--- src/hdl/ssd_pkg.sv ---
`timescale 1ns / 1ps

package ssd_pkg;

	typedef enum logic [1:0] {
		CMD_CLEAR  = 2'd0,
		CMD_WRITE  = 2'd1,
		CMD_INSERT = 2'd2,
		CMD_TICK   = 2'd3
	} cmd_t;

	localparam logic [7:0] SEG_A = 8'h01;
	localparam logic [7:0] SEG_B = 8'h02;
	localparam logic [7:0] SEG_C = 8'h04;
	localparam logic [7:0] SEG_D = 8'h08;
	localparam logic [7:0] SEG_E = 8'h10;
	localparam logic [7:0] SEG_F = 8'h20;
	localparam logic [7:0] SEG_G = 8'h40;
	localparam logic [7:0] SEG_P = 8'h80;

	localparam logic [5:0] CODE_DOT   = 6'd39;
	localparam logic [5:0] CODE_BLANK = 6'd40;

	typedef struct packed {
		logic [7:0] digit_select;
		logic [7:0] segments;
	} scan_t;

	// font lookup, anything past blank is dark
	function automatic logic [7:0] glyph(input logic [5:0] code);
		logic [7:0] g;
		case (code)
			6'd0:  g = SEG_A | SEG_B | SEG_C | SEG_D | SEG_E | SEG_F;
			6'd1:  g = SEG_B | SEG_C;
			6'd2:  g = SEG_A | SEG_B | SEG_D | SEG_E | SEG_G;
			6'd3:  g = SEG_A | SEG_B | SEG_C | SEG_D | SEG_G;
			6'd4:  g = SEG_B | SEG_C | SEG_F | SEG_G;
			6'd5:  g = SEG_A | SEG_C | SEG_D | SEG_F | SEG_G;
			6'd6:  g = SEG_A | SEG_C | SEG_D | SEG_E | SEG_F | SEG_G;
			6'd7:  g = SEG_A | SEG_B | SEG_C;
			6'd8:  g = SEG_A | SEG_B | SEG_C | SEG_D | SEG_E | SEG_F | SEG_G;
			6'd9:  g = SEG_A | SEG_B | SEG_C | SEG_D | SEG_F | SEG_G;
			6'd10: g = SEG_A | SEG_B | SEG_C | SEG_E | SEG_F | SEG_G;
			6'd11: g = SEG_C | SEG_D | SEG_E | SEG_F | SEG_G;
			6'd12: g = SEG_A | SEG_D | SEG_E | SEG_F;
			6'd13: g = SEG_B | SEG_C | SEG_D | SEG_E | SEG_G;
			6'd14: g = SEG_A | SEG_D | SEG_E | SEG_F | SEG_G;
			6'd15: g = SEG_A | SEG_E | SEG_F | SEG_G;
			6'd16: g = SEG_A | SEG_C | SEG_D | SEG_E | SEG_F;
			6'd17: g = SEG_B | SEG_C | SEG_E | SEG_F | SEG_G;
			6'd18: g = SEG_E | SEG_F;
			6'd19: g = SEG_B | SEG_C | SEG_D | SEG_E;
			6'd20: g = SEG_B | SEG_D | SEG_E | SEG_F | SEG_G;
			6'd21: g = SEG_D | SEG_E | SEG_F;
			6'd22: g = SEG_A | SEG_C | SEG_E | SEG_G;
			6'd23: g = SEG_A | SEG_B | SEG_C | SEG_E | SEG_F;
			6'd24: g = SEG_C | SEG_E | SEG_G;
			6'd25: g = SEG_C | SEG_D | SEG_E | SEG_G;
			6'd26: g = SEG_A | SEG_B | SEG_C | SEG_D | SEG_E | SEG_F;
			6'd27: g = SEG_A | SEG_B | SEG_E | SEG_F | SEG_G;
			6'd28: g = SEG_A | SEG_B | SEG_C | SEG_F | SEG_G;
			6'd29: g = SEG_E | SEG_G;
			6'd30: g = SEG_A | SEG_C | SEG_D | SEG_F | SEG_G;
			6'd31: g = SEG_D | SEG_E | SEG_F | SEG_G;
			6'd32: g = SEG_A | SEG_E | SEG_F;
			6'd33: g = SEG_B | SEG_C | SEG_D | SEG_E | SEG_F;
			6'd34: g = SEG_C | SEG_D | SEG_E;
			6'd35: g = SEG_B | SEG_D | SEG_F | SEG_G;
			6'd36: g = SEG_B | SEG_C | SEG_D | SEG_F | SEG_G;
			6'd37: g = SEG_A | SEG_B | SEG_D | SEG_E | SEG_G;
			6'd38: g = SEG_G;
			CODE_DOT: g = SEG_P;
			default: g = 8'h00;
		endcase
		return g;
	endfunction

endpackage

--- src/hdl/ssd_if.sv ---
`timescale 1ns / 1ps

interface ssd_cmd_if;
	logic       valid;
	logic       ready;
	logic [1:0] cmd;
	logic [5:0] char_code;
	logic [2:0] position;

	modport source (output valid, output cmd, output char_code, output position, input ready);
	modport sink   (input valid, input cmd, input char_code, input position, output ready);
endinterface

interface ssd_scan_if;
	logic       valid;
	logic       ready;
	logic [7:0] digit_select;
	logic [7:0] segments;

	modport source (output valid, output digit_select, output segments, input ready);
	modport sink   (input valid, input digit_select, input segments, output ready);
endinterface

--- src/hdl/ssd_buffer.sv ---
`timescale 1ns / 1ps

module ssd_buffer #(
	parameter int NUM_DIGITS = 8
) (
	input  logic                clk,
	input  logic                arst_n,
	input  logic                accept,
	input  ssd_pkg::cmd_t       cmd,
	input  logic [5:0]          char_code,
	input  logic [2:0]          position,
	output ssd_pkg::scan_t      scan
);

	localparam int PtrW = (NUM_DIGITS > 1) ? $clog2(NUM_DIGITS) : 1;

	logic [7:0]      buf_q [NUM_DIGITS];
	logic [7:0]      buf_d [NUM_DIGITS];
	logic [PtrW-1:0] ptr_q;
	logic [7:0]      g;
	logic            is_dot;

	assign g      = ssd_pkg::glyph(char_code);
	assign is_dot = (char_code == ssd_pkg::CODE_DOT);

	always_comb begin
		for (int i = 0; i < NUM_DIGITS; i++) begin
			buf_d[i] = buf_q[i];
		end
		case (cmd)
			ssd_pkg::CMD_CLEAR: begin
				for (int i = 0; i < NUM_DIGITS; i++) begin
					buf_d[i] = ssd_pkg::glyph(ssd_pkg::CODE_BLANK);
				end
			end
			ssd_pkg::CMD_WRITE: begin
				// positions beyond the last digit match no entry and are dropped
				for (int i = 0; i < NUM_DIGITS; i++) begin
					if (int'(position) == i) begin
						buf_d[i] = is_dot ? (buf_q[i] | g) : g;
					end
				end
			end
			ssd_pkg::CMD_INSERT: begin
				if (is_dot) begin
					buf_d[0] = buf_q[0] | g;
				end else begin
					for (int i = 1; i < NUM_DIGITS; i++) begin
						buf_d[i] = buf_q[i-1];
					end
					buf_d[0] = g;
				end
			end
			default: ;
		endcase
	end

	always_ff @(posedge clk or negedge arst_n) begin
		if (!arst_n) begin
			for (int i = 0; i < NUM_DIGITS; i++) begin
				buf_q[i] <= 8'h00;
			end
			ptr_q <= '0;
		end else if (accept) begin
			for (int i = 0; i < NUM_DIGITS; i++) begin
				buf_q[i] <= buf_d[i];
			end
			if (cmd == ssd_pkg::CMD_TICK) begin
				if (ptr_q == PtrW'(NUM_DIGITS - 1)) begin
					ptr_q <= '0;
				end else begin
					ptr_q <= ptr_q + PtrW'(1);
				end
			end
		end
	end

	// digits at or above eight have no select line
	assign scan.digit_select = 8'h01 << ptr_q;
	assign scan.segments     = buf_q[ptr_q];

	a_ptr_range: assert property (@(posedge clk) disable iff (!arst_n)
		int'(ptr_q) < NUM_DIGITS)
		else $error("scan pointer past last digit");

	a_clear_dark: assert property (@(posedge clk) disable iff (!arst_n)
		accept && cmd == ssd_pkg::CMD_CLEAR |=> buf_q[0] == 8'h00 && buf_q[NUM_DIGITS-1] == 8'h00)
		else $error("clear left a lit digit");

	a_ptr_hold: assert property (@(posedge clk) disable iff (!arst_n)
		!(accept && cmd == ssd_pkg::CMD_TICK) |=> $stable(ptr_q))
		else $error("scan pointer moved without a tick");

endmodule

--- src/hdl/ssd_out_stage.sv ---
`timescale 1ns / 1ps

module ssd_out_stage (
	input  logic            clk,
	input  logic            arst_n,
	input  logic            load,
	input  ssd_pkg::scan_t  scan,
	output logic            in_ready,
	ssd_scan_if.source      out
);

	logic           valid_q;
	ssd_pkg::scan_t data_q;

	assign in_ready = !valid_q || out.ready;

	always_ff @(posedge clk or negedge arst_n) begin
		if (!arst_n) begin
			valid_q <= 1'b0;
		end else if (load) begin
			valid_q <= 1'b1;
		end else if (out.ready) begin
			valid_q <= 1'b0;
		end
	end

	always_ff @(posedge clk) begin
		if (load) begin
			data_q <= scan;
		end
	end

	assign out.valid        = valid_q;
	assign out.digit_select = data_q.digit_select;
	assign out.segments     = data_q.segments;

	a_load_shows: assert property (@(posedge clk) disable iff (!arst_n)
		load |=> valid_q && data_q == $past(scan))
		else $error("tick result not captured");

	a_no_overwrite: assert property (@(posedge clk) disable iff (!arst_n)
		load |-> in_ready)
		else $error("result register overwritten while stalled");

endmodule

--- src/hdl/seven_segment_scan_display.sv ---
`timescale 1ns / 1ps
// a tick's scan result is registered, shown in the cycle after the tick is accepted
// throughput: one command per cycle; clear, write and insert finish in the accepting cycle
// a stalled output holds the intake only while the result register is full and not taken
// arst_n clears every digit (display dark), the scan pointer and the output valid

module seven_segment_scan_display #(
	parameter int NUM_DIGITS = 8
) (
	input  logic       clk,
	input  logic       arst_n,
	ssd_cmd_if.sink    command,
	ssd_scan_if.source scan
);

	logic           in_ready;
	logic           accept;
	logic           tick;
	ssd_pkg::cmd_t  cmd;
	ssd_pkg::scan_t cur;

	assign cmd           = ssd_pkg::cmd_t'(command.cmd);
	assign command.ready = in_ready;
	assign accept        = command.valid && in_ready;
	assign tick          = accept && (cmd == ssd_pkg::CMD_TICK);

	ssd_buffer #(
		.NUM_DIGITS(NUM_DIGITS)
	) u_buffer (
		.clk       (clk),
		.arst_n    (arst_n),
		.accept    (accept),
		.cmd       (cmd),
		.char_code (command.char_code),
		.position  (command.position),
		.scan      (cur)
	);

	ssd_out_stage u_out (
		.clk      (clk),
		.arst_n   (arst_n),
		.load     (tick),
		.scan     (cur),
		.in_ready (in_ready),
		.out      (scan)
	);

endmodule

--- src/flat_wrapper.sv ---
// flat-port wrapper written by rule: the top's interface ports become plain ports
module seven_segment_scan_display_flat 
#(
	parameter int NUM_DIGITS = 8
)
  (clk, arst_n, command_valid, command_cmd, command_char_code, command_position, command_ready, scan_valid, scan_digit_select, scan_segments, scan_ready);
  ssd_cmd_if command_i ();
  ssd_scan_if scan_i ();
  input  logic clk;
  input  logic arst_n;
  input wire logic [$bits(command_i.valid)-1:0] command_valid;
  input wire logic [$bits(command_i.cmd)-1:0] command_cmd;
  input wire logic [$bits(command_i.char_code)-1:0] command_char_code;
  input wire logic [$bits(command_i.position)-1:0] command_position;
  output wire logic [$bits(command_i.ready)-1:0] command_ready;
  output wire logic [$bits(scan_i.valid)-1:0] scan_valid;
  output wire logic [$bits(scan_i.digit_select)-1:0] scan_digit_select;
  output wire logic [$bits(scan_i.segments)-1:0] scan_segments;
  input wire logic [$bits(scan_i.ready)-1:0] scan_ready;
  assign command_i.valid = command_valid;
  assign command_i.cmd = command_cmd;
  assign command_i.char_code = command_char_code;
  assign command_i.position = command_position;
  assign command_ready = command_i.ready;
  assign scan_valid = scan_i.valid;
  assign scan_digit_select = scan_i.digit_select;
  assign scan_segments = scan_i.segments;
  assign scan_i.ready = scan_ready;
  seven_segment_scan_display #(.NUM_DIGITS(NUM_DIGITS)) u_core (.clk(clk), .arst_n(arst_n), .command(command_i), .scan(scan_i));
endmodule
--- config.mk ---
export PLATFORM = sky130hd
export DESIGN_NAME = seven_segment_scan_display_flat
export DESIGN_NICKNAME = d
export VERILOG_FILES = /design/src/hdl/ssd_pkg.sv /design/src/hdl/ssd_if.sv /design/src/hdl/ssd_buffer.sv /design/src/hdl/ssd_out_stage.sv /design/src/hdl/seven_segment_scan_display.sv /design/src/flat_wrapper.sv
export SDC_FILE = /design/constraint.sdc
export NUM_CORES = 1
export LEC_CHECK = 0
export BUFFER_PORTS_ARGS = -buffer_cell sky130_fd_sc_hd__buf_2
export CORE_ASPECT_RATIO = 1.75
export CORE_MARGIN = 4
export CORE_UTILIZATION = 45
export CTS_CLUSTER_DIAMETER = 150
export DETAILED_ROUTE_END_ITERATION = 16
export GPL_TIMING_DRIVEN = 0
export PLACE_DENSITY = 0.66
export REMOVE_ABC_BUFFERS = 1
export SYNTH_ARGS = -nofsm -noshare
export SYNTH_HDL_FRONTEND = slang
export SYNTH_SLANG_ARGS = --single-unit
--- constraint.sdc ---
create_clock -name clk -period 5.4 [get_ports clk]
set_input_delay 0.81 -clock clk [delete_from_list [all_inputs] [get_ports clk]]
set_output_delay 0.81 -clock clk [all_outputs]
set_load 0.1 [all_outputs]
# Word level (Yosys, flattened, before mapping)
# Memory sizes are Yosys's and may differ from the RTL's.
# Cells that the tools add are included.
dict set report classes {
  order_cmp 1
  reduce_logical 17
  eq_ne 21
  shifts 1
  n_addsub 1
  muxes 24
  bitwise 9
}
# operator count
set op_table {}
lappend op_table {{one-hot mux 64 bit (3 select lines)} 1}
lappend op_table {{2-to-1 mux 8 bit} 18}
lappend op_table {{OR 8 bit} 8}
lappend op_table {{2-to-1 mux 56 bit} 1}
lappend op_table {{AND reduction 4 bit} 7}
lappend op_table {{binary-select mux 8 bit (select 3 bit)} 1}
lappend op_table {{inequality test 2 bit (second input constant)} 9}
lappend op_table {{equality test 3 bit (second input constant)} 5}
lappend op_table {{<< shifter 1 x 3 -> 8 bit (first input constant)} 1}
lappend op_table {{equality test 3 x 2 -> 1 bit (second input constant)} 2}
lappend op_table {{equality test 6 bit (second input constant)} 1}
lappend op_table {{equality test 2 bit (second input constant)} 2}
lappend op_table {{greater-or-equal comparator 4 bit (second input constant)} 1}
lappend op_table {{NOT 3 -> 4 bit} 1}
lappend op_table {{adder 3 x 1 -> 3 bit (second input constant)} 1}
lappend op_table {{equality test 3 x 1 -> 1 bit (second input constant)} 1}
lappend op_table {{zero test 3 bit} 1}
lappend op_table {{2-to-1 mux 3 bit} 1}
lappend op_table {{AND reduction 3 bit} 1}
lappend op_table {{nonzero test 3 bit} 1}
lappend op_table {{equality test 2 x 1 -> 1 bit (second input constant)} 1}
lappend op_table {{logical AND 1 bit} 2}
lappend op_table {{zero test 2 bit} 1}
lappend op_table {{2-to-1 mux 1 bit} 2}
lappend op_table {{4 further kinds} 4}
dict set report word_totals {
  register_bits 84
  mem_bits_ro 512
  n_memories 1
  inputBits 15
}
# memory words word_bits read_ports rd_clocked_by_memory_dff wr line_no
set memory_table {}
lappend memory_table {{(name not given)} 64 8 1 0 0 ssd_pkg.sv:32} ;# case (code)

# Longest topological paths before layout
# Gate-level depths: netlist of run 1.
dict set report logic_depth {
  word_depth 5
  mapped_depth 8
  depth_no_buf 7
}

# Modules after synthesis
# A second synthesis of run 1 with hierarchy kept.
dict set report unflattened {
  cells_unflattened 555
  hier_area_um2 5373.9
}
# mod area_per_inst_um2 cells_per_inst seq_area_each_um2 n_inst
set modules_own_cells {}
lappend modules_own_cells {ssd_buffer 4829.6 534 1676.6 1}
lappend modules_own_cells {ssd_out_stage 528.0 19 505.5 1}
lappend modules_own_cells {seven_segment_scan_display 16.3 2 0.0 1}

# Worst setup path before layout of run 1
# No wires, ideal clock.
dict set report synth_timing {
  kind {register to register}
  from {reg u_core.u_out.valid_q, in the netlist u_core.u_out.out.valid}
  to {reg u_core.u_out.data_q (netlist bit u_core.u_out.out.digit_select[0]) (enable)}
  setup_ns 0.373
  path_stages_with_launch 5
  slack_ns 2.685
  arrival_ns 2.342
  path_cell_list {dfrtp_1 nor2b_1 inv_1 nand3_1 inv_1}
}
dict set report synth_via {
  elab_chain_len 4
}
# element line_no
set synth_lines {}
lappend synth_lines {{start, declared} ssd_out_stage.sv:12} ;# logic valid_q;
lappend synth_lines {{start signal, assigned} ssd_out_stage.sv:19} ;# valid_q <= 1'b0;
lappend synth_lines {{start signal, assigned} ssd_out_stage.sv:21} ;# valid_q <= 1'b1;
lappend synth_lines {{start signal, assigned} ssd_out_stage.sv:23} ;# valid_q <= 1'b0;
lappend synth_lines {{zero test 1 bit} ssd_out_stage.sv:15} ;# assign in_ready = !valid_q || out.ready;
lappend synth_lines {{logical OR 1 bit} ssd_out_stage.sv:15}
lappend synth_lines {{named net command_ready} flat_wrapper.sv:15} ;# output wire logic [$bits(command_i.ready)-1:0] command_ready;
lappend synth_lines {{logical AND 1 bit} seven_segment_scan_display.sv:24} ;# assign accept = command.valid && in_ready;
lappend synth_lines {{logical AND 1 bit} seven_segment_scan_display.sv:25} ;# assign tick = accept && (cmd == ssd_pkg::CMD_TICK);
lappend synth_lines {{named net u_core.tick} seven_segment_scan_display.sv:18} ;# logic tick;
lappend synth_lines {{end signal, assigned} ssd_out_stage.sv:29} ;# data_q <= scan;
lappend synth_lines {{end, declared} ssd_out_stage.sv:13} ;# ssd_pkg::scan_t data_q;
# The timed path passes the listed nets, and every way through them passes these cells.
# A chain may end at the register's enable or synchronous reset.

# Worst setup path in the final report of run 1
dict set report layout_timing {
  from {in command_cmd[0]}
  to {reg u_core.u_buffer.buf_q[9] (netlist bit)}
}
dict set report layout_via {
  elab_chain_len 3
}
# element line_no
set layout_lines {}
lappend layout_lines {{start, declared} flat_wrapper.sv:12} ;# input wire logic [$bits(command_i.cmd)-1:0] command_cmd;
lappend layout_lines {{equality test 2 x 1 -> 1 bit, or another cell as far along} ssd_buffer.sv:30} ;# case (cmd)
lappend layout_lines {{inequality test 2 bit (no source line) or nonzero test 3 bit (tied branches)} n/a}
lappend layout_lines {{AND reduction 4 bit (no source line)} n/a}
lappend layout_lines {{end signal, assigned by index} ssd_buffer.sv:66} ;# buf_q[i] <= buf_d[i];
lappend layout_lines {{end, declared} ssd_buffer.sv:17} ;# logic [7:0] buf_q [NUM_DIGITS];
# Several ways; a longest one is shown, not always the timed one.

==> impl_metrics.ini, run 1 <==
[status]
status = complete, no violations

[yosys]
synth_area_leaders = dfrtp_1, edfxtp_1, mux4_2, nand2_1, ha_1
ys_warn_count = 0
synth_common_cells = dfrtp_1, nand2_1, nor2_1
synth_top_area_frac = 0.3158
synth_edf_count = 16
postSynthCellCount = 545
synth_seq_cells = 84
syn_avg_cell_area_um2 = 9.886
yosysTopAreaCell = dfrtp_1
synth.most_common_cell = dfrtp_1
ys_seq_area_frac = 0.4050
ys.flop_type = dfrtp_1
netlist_area_um2 = 5388
ys_types = 59
synthArstFlopShare = 0.8095

[power_and_ir_drop]
power_switching_uw = 563.5
comb_power_share = 0.208
power.share.switching = 0.3105
p_leak_uw = 0.002628
power.density_nw_per_um2 = 306.9
internal_power_uw = 1252
clockPowerShare = 0.355
seq_power_share = 0.437
vdd_drop_max_uv = 133.5

[placement]
dp_cells = 684
dp_hpwl_um = 9670
place.gp.congestion = 0.8791
port_buffers = 32

[run]
drv_cap = 0

[die]
io_pins = 33
initial_core_util = 0.4626
core-area_um2 = 11650
die_width_um = 90.72
row_count = 52
die_y_um = 152.8
dieArea_um2 = 13860

[sta]
fin_skew_ns = 0.007299
max_freq_mhz = 326.2
post-route-min-period_ns = 3.066
rsz0062_at_grt = false
hold_viol = 0
maxSlewViolCount = 0
worst_slew_pin_slew_ns = 1.250
relSlewSlack = 0.1663
setup_violations = 0
finalCritPeriodShare = 0.5677
setup_tns_ns = 0

[drt]
wl_per_cell_um = 19.43
drtIter0Drc = 302
remaining_drc_errors = 0
wl_um = 13600
vias_per_cell = 6.309
dr.pass1.iters = 5
routed-via-count = 4416
final_antenna_net_count = 0

[clocking]
clk_path_buf_depth = 2
clk_pin_slew_ns = 0.06
cts.sinks = 84
worstSkewPairLatency_ns = 0.34
cts_resized = 0
clockRootBuffer = clkbuf_16
postCtsSetupBuffers = 0
h-tree-depth = 3
ctsHoldBuffers = 0
cts_tree = yes
cts_buffers = 9

[finish]
stdcell_count = 700
antenna_cells = 0
area_growth_pct = 9.777
layout-drive-gt1-share = 0.1717
fin_nets = 591
num-fill-cells = 1071

[grt]
overflow = 0
gr-usage-all-layers = 0.2022
grt_first_pass_wirelength_um = 22640
grt_start_max_net_pins = 69
grt_pass1_vias = 4389
antenna_found_initial = 0

[setup_path]
end_kind = flip-flop
critPathLaunchType = primary input
cp_top_family = simple AND/OR/NAND/NOR gates
crit_required_ns = 5.62
worst-path-buf-inv = 4
cp_max_fo = 31
cp_slowest_cell = nand3_1
cp_slowest_stage_delay_ns = 0.62
crit_chain = buf_2, inv_1, ha_2, buf_16, nand3_1, nand3_1, inv_1, a221o_1
worstPathArrival_ns = 3.28
critPathKind = in -> reg

[min_path]
hold_path_class = reg -> reg
## registers in the layout (all words and copies together), names as in the netlist
name and cells:
u_core.u_buffer.buf_q 64, u_core.u_buffer.ptr_q 3, u_core.u_out.out.digit_select 8, u_core.u_out.out.segments 8, u_core.u_out.out.valid 1
## path summary, 6_finish.rpt
check,start,end,slack (ns),depth (start not counted)
max reg2reg,u_core.u_out.out.valid,u_core.u_buffer.buf_q[8],2.75,5
min,u_core.u_buffer.buf_q[5],u_core.u_buffer.buf_q[5],0.48,1
max in group asynchronous,arst_n,u_core.u_buffer.buf_q[13],4.23,1
min in group asynchronous,arst_n,u_core.u_buffer.buf_q[63],0.57,1
min reg2reg,u_core.u_buffer.buf_q[5],u_core.u_buffer.buf_q[5],0.48,1
max,command_cmd[0],u_core.u_buffer.buf_q[9],2.33,8
## power by group through the flow
stage / Combinational [µW] / Sequential [µW] / Clock [µW]
6_report: 377 / 793 / 645
5_1_grt: 410 / 804 / 683
4_1_cts: 379 / 795 / 659
3_5_place_dp: 377 / 808 / 0
3_3_place_gp: 365 / 805 / 0
2_1_floorplan: 233 / 815 / 0
## routing by layer
metal / routed length (µm) / up-vias / GRT usage / part of all wire
met5: 0 / - / 0 / 0
met4: 419 / 0 / 0.08327 / 0.031
met3: 487 / 29 / 0.02569 / 0.036
met2: 7447 / 128 / 0.3745 / 0.55
met1: 5248 / 2209 / 0.2308 / 0.39
li1: - / 2050 / - / -
## worst reg2reg max path, stage by stage (launching register included)
cell,delay (ns)
dfrtp_1,0.37
nor2b_1,0.18
nor2_1,0.73
nand3_1,0.58
a2111oi_0,0.57
nor2_1,0.09
## placed cells by master, fill, tap and decap left out, types with 3 or more instances in the layout
master,count
nor2b_1,13
a31o_2,4
a21oi_1,24
a2bb2oi_1,14
a22o_1,4
and3b_1,3
mux2_2,10
a21o_1,18
a221o_1,9
o21ai_1,5
and2_1,20
nand2b_1,9
clkbuf_16,9
a32oi_1,3
o31ai_1,5
a2111oi_0,16
a22oi_1,9
or2_2,3
o21ai_0,28
clkinv_2,3
nand2_1,54
mux2i_1,12
nor3_1,4
edfxtp_1,16
buf_2,31
nor2_1,50
ha_1,14
inv_1,25
mux4_2,16
and3_1,3
nand3_1,22
dfrtp_1,68
## cell type report
class                      instances  area, µm²  share of cell area
clock buffer                      10      229.0             0.03871
clock inverter                     6      78.83             0.01333
inverter                          25      93.84             0.01587
multi-input combinational        407       2972              0.5024
sequential                        84       2182              0.3689
tap                              135      168.9             0.02856
timing repair buffer              33      190.2             0.03216
## cell families (layout without fill, tap and decap cells)
logic type,Yosys count,in the layout,synth area share
AND/OR/NAND/NOR,193,193,0.1802
AO/OA/AOI/OAI,160,160,0.2232
flip-flops,84,84,0.4050
buffers and inverters,54,74,0.04436
multiplexers,38,38,0.1101
adder cells (fa/ha/maj),16,16,0.03716
## stage by stage
step | cell area, µm² | util | hold slack (ns) | power [µW] | worst slack (ns)
floorplan | 5243 | - | 0.4441 | 1048 | 2.059
global placement | 5572 | 0.4784 | 0.4612 | 1170 | 0.7052
detailed placement | 5607 | 0.4814 | 0.4673 | 1186 | 2.009
CTS | 5914 | 0.5078 | 0.4812 | 1833 | 2.357
global route | 5914 | 0.5078 | 0.4992 | 1896 | 2.105
finish | 5914 | 0.5078 | 0.4806 | 1815 | 2.334
No activity file was read; power rests on OpenSTA's default activity.
==> run 2: changes to the inputs <==
ABC_AREA = 1   (was unset)
clock period = 3.1 ns   (was 5.4 ns; I/O delays follow)
==> run 2 against run 1 <==
Against the previous run: register-to-register slack worse by 2.0 ns; area after synthesis down 3.0%; core utilization up 0.41 points.
==> impl_metrics.ini, run 2 <==
[status]
status = complete, no violations

[setup_path]
critPathKind = reg -> reg
worstPathArrival_ns = 2.45
critPathLaunchType = flip-flop
end_kind = flip-flop
crit_required_ns = 3.16
cp_max_fo = 38

[sta]
maxSlewViolCount = 0
hold_viol = 0
setup_violations = 0
fin_skew_ns = 0.01033
max_freq_mhz = 419.0
post-route-min-period_ns = 2.387
relSlewSlack = 0.3759
finalCritPeriodShare = 0.7700
rsz0062_at_grt = false
worst_slew_pin_slew_ns = 0.9362

[finish]
antenna_cells = 0
final_cell_mix = nand2_1, o21ai_0, dfrtp_1, inv_1, nor2_1
multi_input_area_um2 = 2661
regMostFlops = u_core.u_buffer.buf_q
final_common_cell = nand2_1
largest_reg_flops = 64
layout-drive-gt1-share = 0.1162
utilization = 0.5119
final_area_um2 = 5749
layout.area.seq_um2 = 2183
num-fill-cells = 1127
fin_nets = 792
area_growth_pct = 9.981

[die]
initial_core_util = 0.4655
row_count = 51
die_y_um = 150.6
core-area_um2 = 11230
die_width_um = 89.48
io_pins = 33
dieArea_um2 = 13470

[yosys]
netlist_area_um2 = 5228
synth_top_area_frac = 0.3255
ys_seq_area_frac = 0.4174
synth_seq_cells = 84
synth_edf_count = 16
ys_warn_count = 0
ys_types = 33
postSynthCellCount = 743
ys.flop_type = dfrtp_1
synth.most_common_cell = nand2_1
syn_avg_cell_area_um2 = 7.036
synthArstFlopShare = 0.8095
synth_area_leaders = dfrtp_1, nand2_1, edfxtp_1, o21ai_0, inv_1
synth_common_cells = nand2_1, o21ai_0, dfrtp_1
yosysTopAreaCell = dfrtp_1

[drt]
wl_um = 13800
drtIter0Drc = 384
dr.pass1.iters = 5
wl_per_cell_um = 15.36
final_antenna_net_count = 0
routed-via-count = 4897
vias_per_cell = 5.453
remaining_drc_errors = 0

[power_and_ir_drop]
p_leak_uw = 0.003046
power.density_nw_per_um2 = 603.2
vdd_drop_max_uv = 538.7

[clocking]
clockRootBuffer = clkbuf_16
cts_tree = yes
h-tree-depth = 3
clk_pin_slew_ns = 0.07
worstSkewPairLatency_ns = 0.35
clk_path_buf_depth = 2
ctsHoldBuffers = 0
cts.sinks = 84
cts_buffers = 9

[placement]
port_buffers = 32
dp_hpwl_um = 9770
place.gp.congestion = 0.9617
postPlaceCellArea_um2 = 5440

[grt]
grt_pass1_vias = 4613
gr-usage-all-layers = 0.2186
grt_start_max_net_pins = 69
antenna_found_initial = 0
overflow = 0
grt_first_pass_wirelength_um = 22940

[min_path]
hold_path_class = in -> async

[run]
drv_cap = 0
-- run 2: cell types whose count changed in the layout (fill, tap and decap cells not counted), moves of 18 or more --
cell,change
and2_1,-20
inv_1,+31
a21o_1,-18
nand2_1,+271
o21ai_0,+45
-- run 2: layout make-up --
type,count,share of cell area
multi-input combinational,565,0.4629
clock inverter,7,0.01415
timing repair buffer,32,0.02829
sequential,84,0.3798
tap,132,0.02873
inverter,69,0.04701
clock buffer,9,0.03917
-- run 2: path summary, 6_finish.rpt --
check                                           from                      endpoint  slack, ns  cells after the start
max                         u_core.u_buffer.ptr_q[0]  u_core.u_out.out.segments[0]       0.71                      5
min                                           arst_n     u_core.u_buffer.buf_q[28]       0.24                      1
max reg2reg                 u_core.u_buffer.ptr_q[0]  u_core.u_out.out.segments[0]       0.71                      5
min reg2reg                u_core.u_buffer.buf_q[54]     u_core.u_buffer.buf_q[54]       0.48                      2
max in group asynchronous                     arst_n      u_core.u_buffer.ptr_q[0]       2.21                      1
min in group clk                          scan_ready        u_core.u_out.out.valid       0.39                      4
-- run 2: worst max-delay path, stage by stage (launching register included) --
cell and delay (ns):
dfrtp_2 0.78, clkinv_2 0.64, o21ai_0 0.35, o22ai_1 0.12, nor2_1 0.11, a31oi_1 0.07
-- run 2: cell families (layout without fill, tap and decap cells) --
logic type	after synthesis	after routing	synth area share
AOI/OAI and AO/OA	119	119	0.1197
DFF	84	84	0.4174
and+or+nand+nor	430	430	0.3506
buffers and inverters	94	117	0.07396
adders and majority gates	16	16	0.03830
-- run 2: power by group --
group	leakage (µW)	switching [µW]	internal, µW
Clock	0.000153	471	638
Combinational	0.00181	700	267
Sequential	0.00108	145	1250
Total	0.00305	1320	2150
-- run 2: layer usage --
metal | part of all wire | track usage
met1 | 0.39 | 0.2585
met2 | 0.54 | 0.3911
met3 | 0.046 | 0.02957
met4 | 0.023 | 0.08197
met5 | 0 | 0
-- run 2: timing repair --
| item | 4_1_cts | 5_1_grt |
|---|---|---|
| gates resized for setup | 1 | 1 |
| buffers inserted | 0 | 0 |
| pin swaps | 0 | 0 |
| gates cloned | 0 | 0 |
| endpoints found under the setup margin | 13 | 6 |
-- run 2: metrics by stage --
step	worst slack [ns]	power [µW]	TNS [ns]	cells	hold slack [ns]
final	0.7131	3468	0	898	0.2351
after global routing	0.5214	3660	0	898	0.3256
after CTS	0.1602	3484	0	898	0.2836
after detailed placement	-0.3484	2375	-3.420	882	0.4655
after global placement	-0.2384	2348	-4.536	882	0.4614
after floorplan	0.3909	2057	0	718	0.1694
